`src/rtl/core/tree_split_frequency_counter_core_macros.svh`:
```
// assertion macros shared by the core
`ifndef TREE_SPLIT_FREQUENCY_COUNTER_CORE_MACROS_SVH
`define TREE_SPLIT_FREQUENCY_COUNTER_CORE_MACROS_SVH

// property checked on every rising clock edge outside reset
`define TSFC_ASSERT(label, prop, msg) \
  label: assert property (@(posedge clk_i) disable iff (!rst_ni) (prop)) else $error(msg);

// condition that must never be seen
`define TSFC_NEVER(label, cond, msg) \
  label: assert property (@(posedge clk_i) disable iff (!rst_ni) !(cond)) else $error(msg);

`endif

```
`src/rtl/core/tsfc_ram.sv`:
```
module tsfc_ram #(
  parameter int unsigned Width = 8,
  parameter int unsigned Depth = 16
) (
  input  logic                     clk_i,
  input  logic                     wr_en_i,
  input  logic [$clog2(Depth)-1:0] wr_addr_i,
  input  logic [Width-1:0]         wr_data_i,
  input  logic                     rd_en_i,
  input  logic [$clog2(Depth)-1:0] rd_addr_i,
  output logic [Width-1:0]         rd_data_o
);

  logic [Width-1:0] mem [Depth];

  always_ff @(posedge clk_i) begin
    if (wr_en_i) begin
      mem[wr_addr_i] <= wr_data_i;
    end
    if (rd_en_i) begin
      rd_data_o <= mem[rd_addr_i];
    end
  end

endmodule

```
`config.mk`:
```
export PLATFORM = sky130hd
export DESIGN_NAME = tsfc_ram
export DESIGN_NICKNAME = d
export VERILOG_FILES = /design/src/rtl/core/tree_split_frequency_counter_core_macros.svh /design/src/rtl/core/tsfc_ram.sv
export SDC_FILE = /design/constraint.sdc
export NUM_CORES = 1
export LEC_CHECK = 0
export ABC_AREA = 1
export BUFFER_PORTS_ARGS = -buffer_cell sky130_fd_sc_hd__buf_4
export CAP_MARGIN = 5
export CORE_MARGIN = 2
export CORE_UTILIZATION = 40
export DETAILED_ROUTE_END_ITERATION = 7
export SKIP_CTS_REPAIR_TIMING = 1
export SYNTH_ARGS = -nofsm -noshare
export SYNTH_HDL_FRONTEND = slang
export SYNTH_SLANG_ARGS = --single-unit
```
`constraint.sdc`:
```
create_clock -name clk_i -period 3.5 [get_ports clk_i]
set_input_delay 0.525 -clock clk_i [delete_from_list [all_inputs] [get_ports clk_i]]
set_output_delay 0.525 -clock clk_i [all_outputs]
set_load 0.02 [all_outputs]
```
==> impl_metrics.prom, run 1 <==
# TYPE chip_impl_metric gauge
chip_impl_info{name="start_kind",value="input pin"} 1
chip_impl_metric{name="synthesized_area",unit="um2"} 5850
chip_impl_metric{name="portBuffers",unit=""} 26
chip_impl_metric{name="syn_inst",unit=""} 551
chip_impl_metric{name="flow.area_growth_from_synthesis",unit="%"} 13.4
chip_impl_metric{name="slew_viol_final",unit=""} 0
chip_impl_metric{name="drt_iter0_markers",unit=""} 420
chip_impl_metric{name="synthDistinctLibCells",unit=""} 11
chip_impl_metric{name="number_of_global_route_vias_before_repair",unit=""} 3646
chip_impl_info{name="top_signal_layer_used",value="met4"} 1
chip_impl_metric{name="clock_tree.htree_level_count",unit=""} 4
chip_impl_metric{name="critical_path.max_fanout",unit=""} 64
chip_impl_metric{name="layout_cell_share_with_drive_strength_beyond_1",unit=""} 0.0908
chip_impl_metric{name="synth-seq-area-share",unit=""} 0.698
chip_impl_metric{name="diodes",unit=""} 0
chip_impl_metric{name="detailed_routed_wire_length_on_met3",unit="um"} 821
chip_impl_metric{name="instances_no_fill",unit=""} 768
chip_impl_metric{name="route.antenna.remaining_nets",unit=""} 0
chip_impl_metric{name="gr-usage-all-layers",unit=""} 0.174
chip_impl_info{name="cp-end-kind",value="flip-flop"} 1
chip_impl_info{name="path_cells",value="buf_4 -> inv_2 -> nand2_1 -> nand3_1 -> nand3_1 -> nand3_1 -> nand2_1"} 1
chip_impl_metric{name="power.leakage",unit="nW"} 2.80
chip_impl_info{name="status",value="complete, no violations"} 1
chip_impl_info{name="crit_top_cell",value="nand3_1"} 1
chip_impl_metric{name="synth.net_count",unit=""} 570
chip_impl_metric{name="worst_ep_arrival_time",unit="ps"} 2210
chip_impl_metric{name="finalSetupViolations",unit=""} 0
chip_impl_info{name="rsz0062_at_grt",value="false"} 1
chip_impl_metric{name="drt_first_pass_iters",unit=""} 5
chip_impl_metric{name="vdd_ir_drop_max",unit="uV"} 302
chip_impl_metric{name="cts-buffers-inserted",unit=""} 17
chip_impl_metric{name="timing.final.crit_share",unit=""} 0.586
chip_impl_metric{name="drc_violations",unit=""} 0
chip_impl_metric{name="met1_wire_length",unit="mm"} 5.73
chip_impl_info{name="layout.cells.most_common_list",value="nand2_1 (173), edfxtp_1 (136), inv_1 (100)"} 1
chip_impl_metric{name="die-area",unit="um2"} 15600
chip_impl_metric{name="core_area",unit="um2"} 14400
chip_impl_metric{name="die_height",unit="um"} 125
chip_impl_metric{name="cts_num_sinks",unit=""} 136
chip_impl_info{name="cts-root-buf",value="clkbuf_16"} 1
chip_impl_metric{name="finalSetupTns",unit="ps"} 0
chip_impl_metric{name="max_freq",unit="GHz"} 0.488
chip_impl_metric{name="ys.warnings.count",unit=""} 0
chip_impl_metric{name="crit_buf_inv",unit=""} 2
chip_impl_metric{name="path_clk_slew",unit="ps"} 60
chip_impl_metric{name="placement_rows",unit=""} 44
chip_impl_metric{name="timing_worst_slew_pin_value",unit="ps"} 1110
chip_impl_metric{name="dr_total_vias",unit=""} 3743
chip_impl_metric{name="slew-limit-headroom",unit=""} 0.256
chip_impl_metric{name="synth_area_per_cell",unit="um2"} 10.6
chip_impl_metric{name="grt_max_degree",unit=""} 65
chip_impl_metric{name="crit_path_max_incr_delay",unit="ps"} 840
chip_impl_metric{name="vias_per_cell",unit=""} 4.87
chip_impl_metric{name="place_congestion",unit=""} 0.818
chip_impl_metric{name="final.hold.worst_slack",unit="ps"} 410
chip_impl_metric{name="synth.ff_latch_count",unit=""} 136
chip_impl_metric{name="fin_worst_skew",unit="ps"} 7.37
chip_impl_metric{name="post-route-min-period",unit="ps"} 2050
chip_impl_metric{name="start_util",unit=""} 0.405
chip_impl_metric{name="nets",unit=""} 592
chip_impl_info{name="final_common_cell",value="nand2_1"} 1
chip_impl_metric{name="crit_required",unit="ps"} 3660
chip_impl_metric{name="routed_wirelength",unit="mm"} 12.9
chip_impl_info{name="cts_tree",value="done"} 1
chip_impl_metric{name="p_per_area",unit="nW/um2"} 548
chip_impl_metric{name="clk-insertion-delay-late",unit="ps"} 410
chip_impl_metric{name="dp.final_hpwl",unit="mm"} 7.82
chip_impl_metric{name="grt_first_pass_wirelength",unit="mm"} 20.2
chip_impl_metric{name="clk_path_buf_depth",unit=""} 2
chip_impl_info{name="critical_path.top_delay_family",value="buffers and inverters"} 1
chip_impl_metric{name="detailroute.wirelength.met2",unit="mm"} 6.17
chip_impl_metric{name="place_inst",unit=""} 738
chip_impl_metric{name="io_count",unit=""} 27
chip_impl_metric{name="max_cap_viol_count",unit=""} 0
chip_impl_metric{name="wl_per_cell",unit="um"} 16.8
chip_impl_metric{name="final-hold-violation-count",unit=""} 0
chip_impl_info{name="timing.critical_path.slowest_stage_cell",value="inv_2"} 1
chip_impl_metric{name="globalRoute.totalOverflow",unit=""} 0
chip_impl_metric{name="number_of_antenna_violations_at_the_first_check_in_global_routing",unit=""} 0
chip_impl_info{name="path_class",value="in -> reg"} 1
chip_impl_info{name="hp-class",value="in -> reg"} 1
chip_impl_metric{name="fp.dieW",unit="um"} 125
==> flip-flops by register name (all words and copies together) (netlist names) <==
| register | cells |
|---|---|
| mem | 128 |
| rd_data_o | 8 |
==> synthesized netlist by cell type <==
cell | count | share of area
buf_6 | 6 | 0.012
nand2_1 | 173 | 0.11
edfxtp_1 | 136 | 0.70
buf_4 | 4 | 0.0051
buf_2 | 13 | 0.011
nor2_1 | 17 | 0.011
inv_1 | 100 | 0.064
nand3_1 | 97 | 0.083
nand3b_1 | 2 | 0.0026
inv_2 | 2 | 0.0013
buf_1 | 1 | 0.00064
==> layer usage <==
layer,track usage,vias up
met3,0.0421,18
met1,0.236,1777
met5,0,-
met2,0.275,126
met4,0.0641,0
li1,-,1822
==> final timing paths <==
kind | to | slack [ps] | from | cells past startpoint
min reg2reg | rd_data_o[6] | 750 | mem[2][6] | 6
max | rd_data_o[5] | 1450 | rd_addr_i[0] | 7
max reg2reg | rd_data_o[7] | 2280 | mem[12][7] | 6
min | rd_data_o[7] | 410 | rd_en_i | 1
==> final cells by class <==
| class | count | area, um2 |
|---|---|---|
| Inverter | 102 | 383 |
| Tap cell | 184 | 230 |
| Fill cell | 1343 | 7790 |
| Clock inverter | 13 | 90.1 |
| Timing Repair Buffer | 27 | 203 |
| Multi-Input combinational cell | 289 | 1210 |
| Sequential cell | 136 | 4080 |
| Clock buffer | 17 | 425 |
==> worst reg2reg max path, delay by kind of cell (launching register included) <==
family	cells	cell delay, ps
buffers and inverters	1	60
flip-flops	1	360
AND/OR/NAND/NOR	5	530
==> cells by family (layout without fill, tap and decap cells) <==
family	count (synthesis)	in the layout	synth area share
flops	136	136	0.698
simple gates	289	289	0.208
buf+inv	126	159	0.0939
==> through the flow <==
| step | power [W] | setup WS [ps] | utilization | area [um2] |
|---|---|---|---|---|
| floorplan | 0.00202 | 2020 | - | 5850 |
| global placement | 0.00210 | 1080 | 0.424 | 6110 |
| detailed placement | 0.00211 | 1040 | 0.424 | 6110 |
| CTS | 0.00366 | 1450 | 0.460 | 6630 |
| global route | 0.00375 | 1300 | 0.460 | 6630 |
| finish | 0.00363 | 1450 | 0.460 | 6630 |
==> power by group <==
part	internal [W]	total, W	switching [W]	leakage [nW]
combinational	0.0000663	0.000228	0.000161	1.32
clock	0.000945	0.00156	0.000615	0.245
sequential	0.00184	0.00185	0.0000103	1.24
(Power assumes the default switching activity.)
==> run 2, diff against run 1 <==
--- a/config.mk
+++ b/config.mk
@@ -5,7 +5,7 @@
 export SDC_FILE = /design/constraint.sdc
 export NUM_CORES = 1
 export LEC_CHECK = 0
-export ABC_AREA = 1
+export ABC_AREA = 0
 export BUFFER_PORTS_ARGS = -buffer_cell sky130_fd_sc_hd__buf_4
 export CAP_MARGIN = 5
 export CORE_MARGIN = 2
==> constraint.sdc (replaced) <==
create_clock -name clk_i -period 2.1 [get_ports clk_i]
set_input_delay 0.315 -clock clk_i [delete_from_list [all_inputs] [get_ports clk_i]]
set_output_delay 0.315 -clock clk_i [all_outputs]
set_load 0.02 [all_outputs]
==> impl_metrics.prom, run 2 <==
# TYPE chip_impl_metric gauge
chip_impl_metric{name="dp_worst_setup_slack",unit="ps"} 211
chip_impl_metric{name="synth.net_count",unit=""} 248
chip_impl_info{name="hold_end",value="mem[0][7]"} 1
chip_impl_metric{name="r2r.worst_path.cells",unit=""} 3
chip_impl_info{name="start_kind",value="flip-flop"} 1
chip_impl_metric{name="max_freq",unit="GHz"} 0.662
chip_impl_metric{name="dp.final_hpwl",unit="mm"} 6.77
chip_impl_metric{name="io_count",unit=""} 27
chip_impl_metric{name="power.internal",unit="W"} 0.00490
chip_impl_info{name="regToRegStartpoint",value="mem[1][5]"} 1
chip_impl_metric{name="multi_input_area",unit="um2"} 1060
chip_impl_metric{name="die-area",unit="um2"} 14000
chip_impl_metric{name="wl_per_cell",unit="um"} 21.6
chip_impl_metric{name="clock_tree.htree_level_count",unit=""} 4
chip_impl_info{name="layout.cells.most_common_list",value="edfxtp_1 (136), buf_4 (49), mux4_2 (18)"} 1
chip_impl_metric{name="synthesized_area",unit="um2"} 5230
chip_impl_metric{name="synth-seq-area-share",unit=""} 0.781
chip_impl_info{name="postSynth.topFlopCell",value="edfxtp_1"} 1
chip_impl_metric{name="largest_register_ffs",unit=""} 128
chip_impl_metric{name="drt_iter0_markers",unit=""} 226
chip_impl_metric{name="core_area",unit="um2"} 12700
chip_impl_metric{name="route.antenna.remaining_nets",unit=""} 0
chip_impl_metric{name="power.leakage",unit="nW"} 2.14
chip_impl_metric{name="drc_violations",unit=""} 0
chip_impl_info{name="synth_top_cells_by_count",value="edfxtp_1 (136), mux4_2 (18), a22oi_1 (16)"} 1
chip_impl_metric{name="p_comb_frac",unit=""} 0.051
chip_impl_metric{name="slew-limit-headroom",unit=""} 0.697
chip_impl_metric{name="timing.final.crit_share",unit=""} 0.719
chip_impl_metric{name="gr-usage-all-layers",unit=""} 0.161
chip_impl_metric{name="diodes",unit=""} 0
chip_impl_metric{name="syn_inst",unit=""} 229
chip_impl_metric{name="sequential_cell_area",unit="um2"} 4080
chip_impl_metric{name="portBuffers",unit=""} 26
chip_impl_metric{name="crit_required",unit="ps"} 2260
chip_impl_info{name="regToRegEndpoint",value="rd_data_o[5]"} 1
chip_impl_metric{name="die_height",unit="um"} 118
chip_impl_info{name="regMostFlops",value="mem"} 1
chip_impl_info{name="synth.most_common_cell",value="edfxtp_1"} 1
chip_impl_info{name="timing.critical_path.slowest_stage_cell",value="mux4_1"} 1
chip_impl_metric{name="crit_buf_inv",unit=""} 0
chip_impl_metric{name="fin_worst_skew",unit="ps"} 3.20
chip_impl_metric{name="grt_first_pass_wirelength",unit="mm"} 15.9
chip_impl_metric{name="layout_cell_share_with_drive_strength_beyond_1",unit=""} 0.316
chip_impl_metric{name="synth_async_sr_flop_share",unit=""} 0
chip_impl_info{name="cp-end-kind",value="flip-flop"} 1
chip_impl_metric{name="vias_per_cell",unit=""} 5.19
chip_impl_metric{name="timing_worst_slew_pin_value",unit="ps"} 452
chip_impl_metric{name="cts_num_sinks",unit=""} 136
chip_impl_metric{name="drt_first_pass_iters",unit=""} 4
chip_impl_metric{name="swShare",unit=""} 0.195
chip_impl_metric{name="p_per_area",unit="nW/um2"} 965
chip_impl_metric{name="switching_power",unit="W"} 0.00119
chip_impl_metric{name="critical_path.max_fanout",unit=""} 1
chip_impl_metric{name="p_seq_frac",unit=""} 0.506
chip_impl_info{name="cts_tree",value="done"} 1
chip_impl_info{name="path_class",value="reg -> reg"} 1
chip_impl_metric{name="finalSetupTns",unit="ps"} 0
chip_impl_metric{name="crit_path_max_incr_delay",unit="ps"} 550
chip_impl_metric{name="clk-insertion-delay-late",unit="ps"} 410
chip_impl_info{name="critical_path.top_delay_family",value="multiplexers"} 1
chip_impl_metric{name="vdd_ir_drop_max",unit="uV"} 481
chip_impl_metric{name="post_synth_edffs",unit=""} 136
chip_impl_metric{name="placement_rows",unit=""} 41
chip_impl_metric{name="worstHoldPathCells",unit=""} 1
chip_impl_metric{name="synthDistinctLibCells",unit=""} 18
chip_impl_metric{name="fin_total_pwr",unit="W"} 0.00609
chip_impl_info{name="worst_hold_startpoint",value="wr_data_i[7]"} 1
chip_impl_metric{name="cts-buffers-inserted",unit=""} 17
chip_impl_metric{name="dr_total_vias",unit=""} 2457
chip_impl_metric{name="worst_ep_arrival_time",unit="ps"} 1680
chip_impl_metric{name="grt_max_degree",unit=""} 24
chip_impl_metric{name="clk_path_buf_depth",unit=""} 2
chip_impl_metric{name="path_clk_slew",unit="ps"} 50
chip_impl_metric{name="place_congestion",unit=""} 0.760
chip_impl_info{name="cell_types_with_the_largest_area_share_after_synthesis",value="edfxtp_1 (78%), mux4_2 (7.8%), mux4_1 (7.0%)"} 1
chip_impl_metric{name="flow.area_growth_from_synthesis",unit="%"} 20.6
chip_impl_info{name="rsz0062_at_grt",value="false"} 1
chip_impl_info{name="final_common_cell",value="edfxtp_1"} 1
chip_impl_metric{name="post-route-min-period",unit="ps"} 1510
chip_impl_metric{name="reg2reg_setup_slack",unit="ps"} 590
chip_impl_metric{name="slew_viol_final",unit=""} 0
chip_impl_info{name="path_cells",value="mux4_1 -> a22oi_1 -> nand2_1"} 1
chip_impl_metric{name="finalSetupViolations",unit=""} 0
chip_impl_metric{name="globalRoute.totalOverflow",unit=""} 0
chip_impl_metric{name="ys.warnings.count",unit=""} 0
chip_impl_metric{name="fp.dieW",unit="um"} 118
chip_impl_metric{name="start_util",unit=""} 0.413
chip_impl_metric{name="clockPowerShare",unit=""} 0.443
chip_impl_info{name="status",value="complete, no violations"} 1
chip_impl_metric{name="share_of_the_synthesized_area_in_the_top_cell_type",unit=""} 0.781
chip_impl_metric{name="fillCellCount",unit=""} 1006
chip_impl_metric{name="max_cap_viol_count",unit=""} 0
chip_impl_metric{name="number_of_antenna_violations_at_the_first_check_in_global_routing",unit=""} 0
chip_impl_metric{name="synth_area_per_cell",unit="um2"} 22.8
chip_impl_info{name="cts-root-buf",value="clkbuf_16"} 1
chip_impl_metric{name="number_of_global_route_vias_before_repair",unit=""} 2574
chip_impl_metric{name="final-hold-violation-count",unit=""} 0
chip_impl_info{name="netlist.top_cell.by_area",value="edfxtp_1"} 1
chip_impl_info{name="hp-class",value="in -> reg"} 1
chip_impl_metric{name="synth.ff_latch_count",unit=""} 136
chip_impl_metric{name="nets",unit=""} 308
chip_impl_metric{name="timing.final.ws_setup",unit="ps"} 589
chip_impl_info{name="biggest_registers_after_layout",value="mem (128), rd_data_o (8)"} 1
chip_impl_metric{name="routed_wirelength",unit="mm"} 10.2
run 2: metrics by stage:
step	cell area (um2)	instances	utilization	hold slack [ps]
2_1_floorplan	5230	229	-	414
3_3_place_gp	5760	442	0.455	615
3_5_place_dp	5760	442	0.455	636
4_1_cts	6300	473	0.498	196
5_1_grt	6300	473	0.498	207
6_report	6300	473	0.498	205
run 2: power groups by stage:
stage | combinational (W) | clock (W) | sequential [W]
after global routing | 0.000341 | 0.00287 | 0.00308
after detailed placement | 0.000320 | 0 | 0.00314
after floorplan | 0.000154 | 0 | 0.00314
after CTS | 0.000321 | 0.00275 | 0.00308
after global placement | 0.000315 | 0 | 0.00313
final | 0.000313 | 0.00269 | 0.00308
run 2: kinds of logic (layout without fill, tap and decap cells):
kind of cell,count (synthesis),count (layout),share of synthesized area
muxes,32,32,0.148
AOI/OAI and AO/OA,16,16,0.0230
DFF,136,136,0.781
buffers and inverters,10,82,0.0165
and+or+nand+nor,35,35,0.0314
run 2: area by class of cell:
cell class,count,share of cell area
Timing Repair Buffer,51,0.0647
Clock inverter,14,0.0183
Multi-Input combinational cell,83,0.168
Clock buffer,17,0.0675
Sequential cell,136,0.648
Tap cell,172,0.0341
run 2: worst reg2reg max path, stage by stage (launching register included):
cell	delay [ps]
edfxtp_1	370
mux4_1	550
a22oi_1	270
nand2_1	80
run 2: how the worst max path moves through the flow:
stage / from / to / slack, ps / depth (start not counted)
3_3_place_gp: rd_addr_i[0] / rd_data_o[2] / 220 / 5
6_report: mem[1][5] / rd_data_o[5] / 590 / 3
5_1_grt: mem[0][0] / rd_data_o[0] / 510 / 3
3_5_place_dp: rd_addr_i[0] / rd_data_o[0] / 210 / 5
2_1_floorplan: wr_addr_i[2] / mem[0][0] / 290 / 2
4_1_cts: mem[1][0] / rd_data_o[0] / 580 / 3
run 2: layer usage:
layer	wire length (um)	up-vias	track usage
li1	-	1101	-
met1	4230	1255	0.209
met2	5110	85	0.252
met3	678	16	0.0541
met4	191	0	0.0610
met5	0	-	0
==> run 3, diff against run 2 <==
--- a/config.mk
+++ b/config.mk
@@ -5,7 +5,7 @@
 export SDC_FILE = /design/constraint.sdc
 export NUM_CORES = 1
 export LEC_CHECK = 0
-export ABC_AREA = 0
+export ABC_AREA = 1
 export BUFFER_PORTS_ARGS = -buffer_cell sky130_fd_sc_hd__buf_4
 export CAP_MARGIN = 5
 export CORE_MARGIN = 2
==> constraint.sdc (replaced) <==
create_clock -name clk_i -period 1.5 [get_ports clk_i]
set_input_delay 0.225 -clock clk_i [delete_from_list [all_inputs] [get_ports clk_i]]
set_output_delay 0.225 -clock clk_i [all_outputs]
set_load 0.02 [all_outputs]
==> impl_metrics.prom, run 3 (synthesized netlist as in run 1, its figures left out) <==
# TYPE chip_impl_metric gauge
chip_impl_metric{name="final_util",unit=""} 0.474
chip_impl_metric{name="post-route-min-period",unit="ps"} 1250
chip_impl_metric{name="finalSetupViolations",unit=""} 0
chip_impl_metric{name="drt_iter0_markers",unit=""} 312
chip_impl_metric{name="final_cell_area",unit="um2"} 6830
chip_impl_info{name="start_kind",value="flip-flop"} 1
chip_impl_info{name="path_class",value="reg -> out"} 1
chip_impl_info{name="hp-class",value="in -> reg"} 1
chip_impl_metric{name="finalSetupTns",unit="ps"} 0
chip_impl_metric{name="final-hold-violation-count",unit=""} 0
chip_impl_metric{name="die_height",unit="um"} 125
chip_impl_info{name="final_common_cell",value="nand2_1"} 1
chip_impl_info{name="regMostFlops",value="mem"} 1
chip_impl_metric{name="globalRoute.totalOverflow",unit=""} 0
chip_impl_metric{name="io_count",unit=""} 27
chip_impl_metric{name="die-area",unit="um2"} 15600
chip_impl_metric{name="vias_per_cell",unit=""} 4.90
chip_impl_metric{name="crit_required",unit="ps"} 1270
chip_impl_metric{name="diodes",unit=""} 0
chip_impl_metric{name="clk-insertion-delay-late",unit="ps"} 420
chip_impl_metric{name="fin_worst_skew",unit="ps"} 5.01
chip_impl_info{name="cts-root-buf",value="clkbuf_16"} 1
chip_impl_metric{name="layout_cell_share_with_drive_strength_beyond_1",unit=""} 0.126
chip_impl_metric{name="p_per_area",unit="nW/um2"} 1250
chip_impl_metric{name="portBuffers",unit=""} 26
chip_impl_info{name="regToRegEndpoint",value="rd_data_o[4]"} 1
chip_impl_metric{name="timing_worst_slew_pin_value",unit="ps"} 623
chip_impl_metric{name="crit_buf_inv",unit=""} 1
chip_impl_metric{name="number_of_antenna_violations_at_the_first_check_in_global_routing",unit=""} 0
chip_impl_metric{name="power.leakage",unit="nW"} 2.94
chip_impl_metric{name="grt_first_pass_wirelength",unit="mm"} 20.8
chip_impl_info{name="layout.cells.most_common_list",value="nand2_1 (173), edfxtp_1 (136), inv_1 (100)"} 1
chip_impl_info{name="critical_path.top_delay_family",value="flip-flops"} 1
chip_impl_info{name="status",value="complete, no violations"} 1
chip_impl_metric{name="grt_max_degree",unit=""} 43
chip_impl_metric{name="cts_num_sinks",unit=""} 136
chip_impl_metric{name="r2r.worst_path.cells",unit=""} 6
chip_impl_metric{name="placement_rows",unit=""} 44
chip_impl_metric{name="core_area",unit="um2"} 14400
chip_impl_info{name="timing.critical_path.slowest_stage_cell",value="edfxtp_1"} 1
chip_impl_metric{name="wl_per_cell",unit="um"} 16.5
chip_impl_metric{name="drc_violations",unit=""} 0
chip_impl_metric{name="vdd_ir_drop_max",unit="uV"} 829
chip_impl_metric{name="gr-usage-all-layers",unit=""} 0.180
chip_impl_metric{name="worstHoldPathCells",unit=""} 1
chip_impl_metric{name="fp.dieW",unit="um"} 125
chip_impl_info{name="rsz0062_at_grt",value="false"} 1
chip_impl_metric{name="drt_first_pass_iters",unit=""} 5
chip_impl_metric{name="clock_tree.htree_level_count",unit=""} 4
chip_impl_info{name="path_cells",value="buf_4"} 1
chip_impl_metric{name="cts-buffers-inserted",unit=""} 17
chip_impl_metric{name="dp.final_hpwl",unit="mm"} 8.30
chip_impl_metric{name="clk_path_buf_depth",unit=""} 2
chip_impl_info{name="cts_tree",value="done"} 1
chip_impl_metric{name="slew_viol_final",unit=""} 0
chip_impl_info{name="cp-end-kind",value="primary output"} 1
chip_impl_metric{name="largest_register_ffs",unit=""} 128
chip_impl_metric{name="number_of_global_route_vias_before_repair",unit=""} 3878
chip_impl_metric{name="nets",unit=""} 615
chip_impl_metric{name="slew-limit-headroom",unit=""} 0.584
chip_impl_metric{name="dr_total_vias",unit=""} 3883
chip_impl_info{name="regToRegStartpoint",value="mem[5][4]"} 1
chip_impl_metric{name="timing.final.crit_share",unit=""} 0.836
chip_impl_metric{name="reg2reg_setup_slack",unit="ps"} 350
chip_impl_metric{name="crit_path_max_incr_delay",unit="ps"} 430
chip_impl_info{name="worst_hold_startpoint",value="rd_en_i"} 1
chip_impl_metric{name="placed_cell_area",unit="um2"} 6310
chip_impl_info{name="startpoint",value="rd_data_o[1]"} 1
chip_impl_info{name="hold_end",value="rd_data_o[6]"} 1
chip_impl_metric{name="worst_ep_arrival_time",unit="ps"} 1030
chip_impl_metric{name="route.antenna.remaining_nets",unit=""} 0
chip_impl_metric{name="critical_path.max_fanout",unit=""} 1
chip_impl_metric{name="flow.area_growth_from_synthesis",unit="%"} 16.8
chip_impl_info{name="biggest_registers_after_layout",value="mem (128), rd_data_o (8)"} 1
chip_impl_metric{name="start_util",unit=""} 0.405
chip_impl_metric{name="max_cap_viol_count",unit=""} 0
chip_impl_metric{name="max_freq",unit="GHz"} 0.797
chip_impl_metric{name="routed_wirelength",unit="mm"} 13.1
chip_impl_metric{name="path_clk_slew",unit="ps"} 60
chip_impl_metric{name="place_congestion",unit=""} 0.826
chip_impl_metric{name="fillCellCount",unit=""} 1342
chip_impl_metric{name="final.hold.worst_slack",unit="ps"} 104
==> run 3: cell count changes in the layout (fill, tap and decap cells not counted), moves of 2 or more <==
cell and delta:
nand2_1 +164, nand3_1 +96, a22oi_1 -16, inv_2 +2
mux4_2 -18, nor2_1 +4, mux4_1 -14, nor3_1 -4
inv_1 +100, nand2b_1 -2
==> run 3: report_power, final <==
part	internal, W	switching, W
sequential	0.00428	0.0000234
combinational	0.000181	0.000382
clock	0.00221	0.00146
total	0.00668	0.00186
==> run 3: worst max path at each step <==
stage | cells past startpoint | slack (ps) | end
detailed placement | 6 | 10 | rd_data_o[3]
CTS | 1 | 240 | rd_data_o[1]
global placement | 6 | -2 | rd_data_o[2]
global route | 1 | 230 | rd_data_o[1]
finish | 1 | 250 | rd_data_o[1]
floorplan | 2 | 320 | mem[10][0]
==> run 3: per-layer routing <==
metal	share of wire	track usage
met4	0.025	0.0824
met5	0	0
met2	0.49	0.295
met3	0.048	0.0391
met1	0.44	0.231
==> run 3: layout make-up <==
type | instances | area, um2 | share of cell area
inverters | 102 | 383 | 0.0561
clock inverters | 14 | 90.1 | 0.0132
repair buffers | 50 | 400 | 0.0586
clock buffers | 18 | 429 | 0.0628
multi-input cells | 289 | 1210 | 0.178
well taps | 184 | 230 | 0.0337
flip-flops and latches | 136 | 4080 | 0.598
==> run 3: stage by stage <==
step | total power (W) | std cells | setup WS [ps]
finish | 0.00854 | 793 | 246
global route | 0.00882 | 793 | 228
CTS | 0.00860 | 793 | 237
detailed placement | 0.00495 | 761 | 11.0
global placement | 0.00494 | 761 | -1.58
floorplan | 0.00470 | 551 | 324
